### src/hw/rtl/ecfr_pkg.sv
// Shared types, byte codes and CRC step function for the escaped CRC frame receiver.
`timescale 1ns / 1ps
`default_nettype none

package ecfr_pkg;

    // Line byte codes
    localparam logic [7:0] FRAME_END_BYTE = 8'h0D;
    localparam logic [7:0] IDLE_BYTE      = 8'hFF;
    localparam logic [7:0] SKIP_BYTE      = 8'h40;
    localparam logic [7:0] ESCAPE_BYTE    = 8'h1B;
    localparam logic [7:0] ESCAPE_INVERT  = 8'hFF;

    // CRC-16 polynomial
    localparam logic [15:0] CRC_POLY = 16'h1021;

    // Default depth of the result queue
    localparam int OUT_FIFO_DEPTH = 4;

    typedef enum logic [1:0] {
        STATUS_OK        = 2'd0,
        STATUS_CRC_ERROR = 2'd1,
        STATUS_EMPTY     = 2'd2
    } frame_status_t;

    // One result item
    typedef struct packed {
        logic [7:0]    data_byte;
        logic          frame_end;
        frame_status_t frame_status;
    } result_t;

    // Decoder outputs for one line byte
    typedef struct packed {
        logic        res0_valid;
        logic        res1_valid;
        result_t     res0;
        result_t     res1;
        logic [15:0] crc_next;
        logic        esc_next;
        logic        has_data_next;
    } dec_out_t;

    // Shift one byte MSB first into the register, bit entering at the LSB
    function automatic logic [15:0] crc_shift_byte(input logic [15:0] crc_in,
                                                   input logic [7:0]  data);
        logic [15:0] r;
        logic        carry;
        r = crc_in;
        for (int i = 7; i >= 0; i--) begin
            carry = r[15];
            r = {r[14:0], data[i]};
            if (carry) begin
                r = r ^ CRC_POLY;
            end
        end
        return r;
    endfunction

endpackage

`default_nettype wire

### src/hw/rtl/escaped_crc_frame_receiver_core.sv
// Top level of the escaped CRC frame receiver.
`timescale 1ns / 1ps
`default_nettype none

// Receives a byte-stuffed line stream one byte per request and returns destuffed
// payload bytes followed by an end marker carrying ok, crc_error or empty status.
// A byte is taken into an input register, decoded and CRC-checked there, and
// its results go into a small result queue, so one byte is accepted every cycle
// while the output side keeps up; a request passes the input register and then
// the queue. An end byte arriving during an escape yields two results
// from one request; the queue depth (DEPTH, at least 4) absorbs that. No frame
// timeout is built in: the user must reset the block to drop a stalled frame.
module escaped_crc_frame_receiver_core
    import ecfr_pkg::*;
#(
    parameter int DEPTH = OUT_FIFO_DEPTH
) (
    input  wire logic       aclk,
    input  wire logic       aresetn,
    input  wire logic       s_valid,
    output logic            s_ready,
    input  wire logic [7:0] s_rx_byte,
    output logic            m_valid,
    input  wire logic       m_ready,
    output logic [7:0]      m_data_byte,
    output logic            m_frame_end,
    output logic [1:0]      m_frame_status
);

    logic        in_valid_reg;
    logic [7:0]  in_byte_reg;
    logic [15:0] crc_reg;
    logic        esc_reg;
    logic        has_data_reg;
    logic        room_two;
    logic        consume;
    dec_out_t    dec;
    result_t     head;

    assign consume = in_valid_reg && room_two;
    assign s_ready = !in_valid_reg || consume;

    // Hold the incoming request until the decoder can use it
    always_ff @(posedge aclk) begin
        if (!aresetn) begin
            in_valid_reg <= 1'b0;
        end else if (s_ready) begin
            in_valid_reg <= s_valid;
        end
    end

    always_ff @(posedge aclk) begin
        if (s_ready && s_valid) begin
            in_byte_reg <= s_rx_byte;
        end
    end

    ecfr_decode u_decode (
        .rx_byte      (in_byte_reg),
        .crc_cur      (crc_reg),
        .esc_cur      (esc_reg),
        .has_data_cur (has_data_reg),
        .dec          (dec)
    );

    // Advance frame state when a byte is decoded
    always_ff @(posedge aclk) begin
        if (!aresetn) begin
            crc_reg      <= 16'h0000;
            esc_reg      <= 1'b0;
            has_data_reg <= 1'b0;
        end else if (consume) begin
            crc_reg      <= dec.crc_next;
            esc_reg      <= dec.esc_next;
            has_data_reg <= dec.has_data_next;
        end
    end

    ecfr_out_fifo #(
        .DEPTH (DEPTH)
    ) u_out_fifo (
        .aclk       (aclk),
        .aresetn    (aresetn),
        .push0      (consume && dec.res0_valid),
        .push1      (consume && dec.res1_valid),
        .wdata0     (dec.res0),
        .wdata1     (dec.res1),
        .room_two   (room_two),
        .head_valid (m_valid),
        .head       (head),
        .pop_ready  (m_ready)
    );

    assign m_data_byte    = head.data_byte;
    assign m_frame_end    = head.frame_end;
    assign m_frame_status = head.frame_status;

endmodule

`default_nettype wire

### src/hw/rtl/ecfr_decode.sv
// Byte decoder: destuffing, CRC update and frame-end status for one line byte.
`timescale 1ns / 1ps
`default_nettype none

module ecfr_decode
    import ecfr_pkg::*;
(
    input  wire logic [7:0]  rx_byte,
    input  wire logic [15:0] crc_cur,
    input  wire logic        esc_cur,
    input  wire logic        has_data_cur,
    output dec_out_t         dec
);

    logic [15:0] crc_after;
    logic [7:0]  inv_byte;

    assign inv_byte  = rx_byte ^ ESCAPE_INVERT;
    assign crc_after = crc_shift_byte(crc_cur, esc_cur ? inv_byte : rx_byte);

    // Classify the byte and build up to two requests
    always_comb begin
        dec.res0_valid    = 1'b0;
        dec.res1_valid    = 1'b0;
        dec.res0          = '{data_byte: 8'h00, frame_end: 1'b0, frame_status: STATUS_OK};
        dec.res1          = '{data_byte: 8'h00, frame_end: 1'b0, frame_status: STATUS_OK};
        dec.crc_next      = crc_cur;
        dec.esc_next      = esc_cur;
        dec.has_data_next = has_data_cur;

        if (rx_byte inside {IDLE_BYTE, SKIP_BYTE}) begin
            // drop filler bytes, state unchanged
        end else if (rx_byte == FRAME_END_BYTE) begin
            dec.res0_valid = 1'b1;
            dec.res0.frame_end = 1'b1;
            if (esc_cur) begin
                // pending escape flushes an inverted end byte as data first
                dec.res0.data_byte    = inv_byte;
                dec.res0.frame_end    = 1'b0;
                dec.res1_valid        = 1'b1;
                dec.res1.frame_end    = 1'b1;
                dec.res1.frame_status = (crc_after != 16'h0000) ? STATUS_CRC_ERROR
                                                                : STATUS_OK;
            end else if (!has_data_cur) begin
                dec.res0.frame_status = STATUS_EMPTY;
            end else if (crc_cur != 16'h0000) begin
                dec.res0.frame_status = STATUS_CRC_ERROR;
            end else begin
                dec.res0.frame_status = STATUS_OK;
            end
            dec.crc_next      = 16'h0000;
            dec.esc_next      = 1'b0;
            dec.has_data_next = 1'b0;
        end else if (esc_cur) begin
            dec.res0_valid          = 1'b1;
            dec.res0.data_byte      = inv_byte;
            dec.crc_next            = crc_after;
            dec.esc_next            = 1'b0;
            dec.has_data_next       = 1'b1;
        end else if (rx_byte == ESCAPE_BYTE) begin
            dec.esc_next = 1'b1;
        end else begin
            dec.res0_valid          = 1'b1;
            dec.res0.data_byte      = rx_byte;
            dec.crc_next            = crc_after;
            dec.has_data_next       = 1'b1;
        end
    end

endmodule

`default_nettype wire

### src/hw/rtl/ecfr_out_fifo.sv
// Result queue: takes up to two requests per cycle, presents one at its head.
`timescale 1ns / 1ps
`default_nettype none

module ecfr_out_fifo
    import ecfr_pkg::*;
#(
    parameter int DEPTH = OUT_FIFO_DEPTH
) (
    input  wire logic    aclk,
    input  wire logic    aresetn,
    input  wire logic    push0,
    input  wire logic    push1,
    input  wire result_t wdata0,
    input  wire result_t wdata1,
    output logic         room_two,
    output logic         head_valid,
    output result_t      head,
    input  wire logic    pop_ready
);

    localparam int PTR_W = (DEPTH > 1) ? $clog2(DEPTH) : 1;
    localparam int CNT_W = $clog2(DEPTH + 1);

    result_t            mem_reg [DEPTH];
    logic [PTR_W-1:0]   wr_ptr_reg, wr_ptr_next, wr_ptr1;
    logic [PTR_W-1:0]   rd_ptr_reg, rd_ptr_next;
    logic [CNT_W-1:0]   count_reg, count_next;
    logic               pop;

    function automatic logic [PTR_W-1:0] ptr_inc(input logic [PTR_W-1:0] p);
        return (p == PTR_W'(DEPTH - 1)) ? '0 : p + PTR_W'(1);
    endfunction

    assign wr_ptr1    = ptr_inc(wr_ptr_reg);
    assign head_valid = (count_reg != '0);
    assign head       = mem_reg[rd_ptr_reg];
    assign pop        = head_valid && pop_ready;
    assign room_two   = (count_reg <= CNT_W'(DEPTH - 2));

    // Advance pointers and fill count
    always_comb begin
        wr_ptr_next = push1 ? ptr_inc(wr_ptr1) : (push0 ? wr_ptr1 : wr_ptr_reg);
        rd_ptr_next = pop ? ptr_inc(rd_ptr_reg) : rd_ptr_reg;
        count_next  = count_reg + CNT_W'(push0) + CNT_W'(push1) - CNT_W'(pop);
    end

    always_ff @(posedge aclk) begin
        if (!aresetn) begin
            wr_ptr_reg <= '0;
            rd_ptr_reg <= '0;
            count_reg  <= '0;
        end else begin
            wr_ptr_reg <= wr_ptr_next;
            rd_ptr_reg <= rd_ptr_next;
            count_reg  <= count_next;
        end
    end

    // Store requests; payload needs no reset
    always_ff @(posedge aclk) begin
        if (push0) begin
            mem_reg[wr_ptr_reg] <= wdata0;
        end
        if (push1) begin
            mem_reg[wr_ptr1] <= wdata1;
        end
    end

endmodule

`default_nettype wire

### config.mk
export PLATFORM = sky130hd
export DESIGN_NAME = escaped_crc_frame_receiver_core
export DESIGN_NICKNAME = d
export VERILOG_FILES = /design/src/hw/rtl/ecfr_pkg.sv /design/src/hw/rtl/escaped_crc_frame_receiver_core.sv /design/src/hw/rtl/ecfr_decode.sv /design/src/hw/rtl/ecfr_out_fifo.sv
export SDC_FILE = /design/constraint.sdc
export NUM_CORES = 1
export LEC_CHECK = 0
export ABC_CLOCK_PERIOD_IN_PS = 6600
export BUFFER_PORTS_ARGS = -buffer_cell sky130_fd_sc_hd__buf_2
export CORE_MARGIN = 2
export CORE_UTILIZATION = 60
export DETAILED_ROUTE_END_ITERATION = 16
export PLACE_DENSITY = 0.78
export SYNTH_ARGS = -nofsm -noshare
export SYNTH_HDL_FRONTEND = slang
export SYNTH_HIERARCHICAL = 1
export SYNTH_SLANG_ARGS = --single-unit
### constraint.sdc
create_clock -name aclk -period 6.6 [get_ports aclk]
set_input_delay 0 -clock aclk [delete_from_list [all_inputs] [get_ports aclk]]
set_output_delay 0 -clock aclk [all_outputs]
set_load 0.03 [all_outputs]
==> key figures <==
Layout
  – P&R area growth vs syn: 5.19%
  – Largest register FFs: 44
  – Share of layout cells above drive strength 1: 0.290
  – Ant diodes: 0
  – Most frequent cells in the layout: edfxtp_1 (52), mux2_4 (41), nand2_1 (34), dfxtp_1 (28)
  – Final Cell Area: 5480 um^2
  – Commonest non-fill, non-tap cell in the layout: edfxtp_1
  – FILL cells: 611
  – Final #Nets: 483

Clock network
  – CTS Root Cell: clkbuf_8
  – Clock Latency Late Sink: 360 ps
  – CTS buffer count: 9
  – H-Tree Depth: 3
  – TritonCTS clock tree: built
  – Clock-pin slew on the worst setup and hold paths: 90 ps
  – Post_cts resized: 0
  – Post-CTS Hold Fix Bufs: 9
  – Clock tree buffer depth: 2
  – CTS Sinks: 80
  – Postcts setup bufs: 0

Pwr
  – Overall power: 0.00153 W
  – Pint: 0.000970 W
  – Sw Ratio: 0.364
  – Gate power share: 0.341
  – Clock share of power: 0.224
  – Flop pwr share: 0.435
  – PwrDens: 279 nW/um^2
  – Pleak: 2.32 nW
  – Max IR drop VDD: 250 uV
  – Switching pwr: 0.000556 W

Setup path
  – Slowest stage delay, CP: 570 ps
  – Worst path bufs/invs: 3
  – CP max-delay cell: and2_1
  – Reg2reg setup slack: 2660 ps
  – Critical Path RT: 6860 ps
  – R2r worst-path depth: 12
  – Nature of the critical path endpoint: register
  – RR Startpoint: in_byte_reg[1]
  – CP Data Arrival Time: 4210 ps
  – CP Launch Type: register
  – Critical path type: reg2reg
  – R2R Path End: u_out_fifo/count_reg[2]
  – CP Max Fanout: 15
  – Critical Path, Cell by Cell: nor4_1 -> and2_1 -> nand2_1 -> inv_1 -> and3_1 -> inv_1 -> ha_1 -> inv_1 -> fa_1 -> fa_1 -> xnor2_1 -> and2_1
  – Crit path max-delay family: simple AND/OR/NAND/NOR gates
  – Top cell by count, worst path: inv_1

STA
  – Setup TNS: 0 ps
  – Clock Skews: 8.57 ps
  – Final setup fails: 0
  – RSZ-0062 raised after global routing: false
  – Relative slew margins: 0.369
  – Max Clk Rate: 0.254 GHz
  – Worst Tran Pin Value: 944 ps
  – Final Max Slew Viols: 0
  – Final Cycle Share: 0.598
  – Hold Violations, Final: 0
  – Hold slack: 96.2 ps
  – Setup WS post-layout: 2660 ps
  – Post-route minimum period: 3940 ps

Hold path
  – HP Class: in2reg
  – Cells on Worst Hold Path: 3
  – WHS Endpoint: u_out_fifo/rd_ptr_reg[0]
  – Hold Crit Start: m_ready

Floorplanning
  – I/O pin cnt: 25
  – Die span in y: 97.2 um
  – # rows: 33
  – Core footprint: 8300 um^2
  – Initial Util: 0.627
  – Die width: 97.2 um
  – DIE AREA: 9440 um^2

Logic synthesis
  – Post-synth top area share: 0.300
  – Gate Count Post-Synth: 440
  – Synth top area cells: edfxtp_1 (30%), mux2_4 (12%), dfxtp_1 (11%), mux4_2 (4.3%), xnor2_1 (4.0%)
  – EDFF count, synth: 52
  – Asr flop ratio synth: 0
  – Ys flop type: edfxtp_1
  – Seq/Total Area, Yosys: 0.407
  – Netlist cell types: 58
  – Syn Std Cell Area: 5210 um^2
  – Avg Cell Area, Syn: 11.8 um^2
  – Synth warn: 6
  – Register bit total from synthesis: 80
  – Cell taking the most area after synthesis: edfxtp_1

Place
  – Post-Place Worst Slack: 2690 ps
  – Port Buffers: 24
  – Final HPWL DP: 7080 um
  – Post-DP Area: 5210 um^2
  – GPL Wtd Cong: 0.847

Global routing
  – Vias in the first global route: 3,412
  – Total grt overflow: 0
  – Initial antenna violation count: 0
  – Largest net degree at the start of global routing: 47
  – GRT Overall Usage: 0.233
  – Global-route wire length before repair: 17,400 um

Routing
  – Initial DRT Pass Iterations: 4
  – Via count: 3,383
  – Detailed Route WL: 10,600 um
  – Antenna viol nets, final: 0
  – Drt via density: 6.01
  – Starting DRT DRC Count: 178
  – Avg WL per Cell: 18.8 um
  – Post-route DRC: 0

Outcome
  – Status: completed

Run
  – Total of max-cap violations: 0
-- cell families after synthesis --
logic type,count (synthesis),share of synthesized area
multiplexers,75,0.214
XOR/XNOR,31,0.0521
other,1,0.000720
flip-flops,80,0.407
buffers and inverters,61,0.0711
adder cells (fa/ha/maj),18,0.0461
AND/OR/NAND/NOR,121,0.129
AO/OA/AOI/OAI,53,0.0791
-- power groups by stage --
| stage | Clock (W) | Combinational [W] | Sequential (W) |
|---|---|---|---|
| final | 0.000342 | 0.000520 | 0.000665 |
| after global routing | 0.000370 | 0.000564 | 0.000674 |
| after CTS | 0.000346 | 0.000520 | 0.000665 |
| after detailed placement | 0 | 0.000511 | 0.000676 |
| after global placement | 0 | 0.000499 | 0.000673 |
| after floorplan | 0 | 0.000442 | 0.000638 |
-- cell usage after synthesis (3+ instances only) --
cell and n:
o21ai_0 11, clkbuf_1 5, o21ai_2 10, nand4_1 19
buf_6 10, buf_2 9, and3_1 6, nor4_1 5
mux2i_1 8, and2_1 6, nor3_1 4, nand3_1 3
nor2_1 24, xor2_1 7, nand2_4 4, mux2_2 15
nor2b_1 3, xnor2_1 24, ha_1 16, edfxtp_1 52
o31ai_1 3, mux4_2 10, inv_1 20, mux2_4 41
dfxtp_1 28, nand2b_1 4, nand2_1 34, a211oi_1 8
buf_4 14
-- worst reg2reg max path, stage by stage, from the launching register on --
cell      delay [ps]
edfxtp_1         480
nor4_1           440
and2_1           570
nand2_1          150
inv_1            190
and3_1           530
inv_1            100
ha_1             290
inv_1             40
fa_1             380
fa_1             420
xnor2_1          130
and2_1           140
-- stage by stage --
| stage | cells | util |
|---|---|---|
| 2_1_floorplan | 448 | - |
| 3_3_place_gp | 538 | 0.628 |
| 3_5_place_dp | 538 | 0.628 |
| 4_1_cts | 563 | 0.660 |
| 5_1_grt | 563 | 0.660 |
| 6_report | 563 | 0.660 |
-- layout make-up --
| type | count | area (um^2) | share of cell area |
|---|---|---|---|
| timing repair buffer | 35 | 225 | 0.0411 |
| tap | 105 | 131 | 0.0240 |
| multi-input combinational | 307 | 2750 | 0.501 |
| inverter | 20 | 75.1 | 0.0137 |
| clock inverter | 7 | 55.1 | 0.0101 |
| sequential | 80 | 2120 | 0.387 |
| clock buffer | 9 | 124 | 0.0226 |
-- worst max path at each step --
stage              startpoint                 endpoint  depth (start not counted)
4_1_cts        in_byte_reg[1]  u_out_fifo/count_reg[2]                         12
3_5_place_dp   in_byte_reg[1]  u_out_fifo/count_reg[2]                         12
3_3_place_gp   in_byte_reg[1]  u_out_fifo/count_reg[2]                         12
6_report       in_byte_reg[1]  u_out_fifo/count_reg[2]                         12
5_1_grt        in_byte_reg[1]  u_out_fifo/count_reg[2]                         12
2_1_floorplan  in_byte_reg[1]  u_out_fifo/count_reg[2]                         16
-- metal layers --
| layer | share of wire | global-route usage | up-vias |
|---|---|---|---|
| met1 | 0.42 | 0.294 | 1650 |
| met5 | 0 | 0 | - |
| met4 | 0.017 | 0.0672 | 0 |
| li1 | - | - | 1618 |
| met3 | 0.045 | 0.0439 | 17 |
| met2 | 0.52 | 0.408 | 98 |
Power figures use the tool's default switching activity.
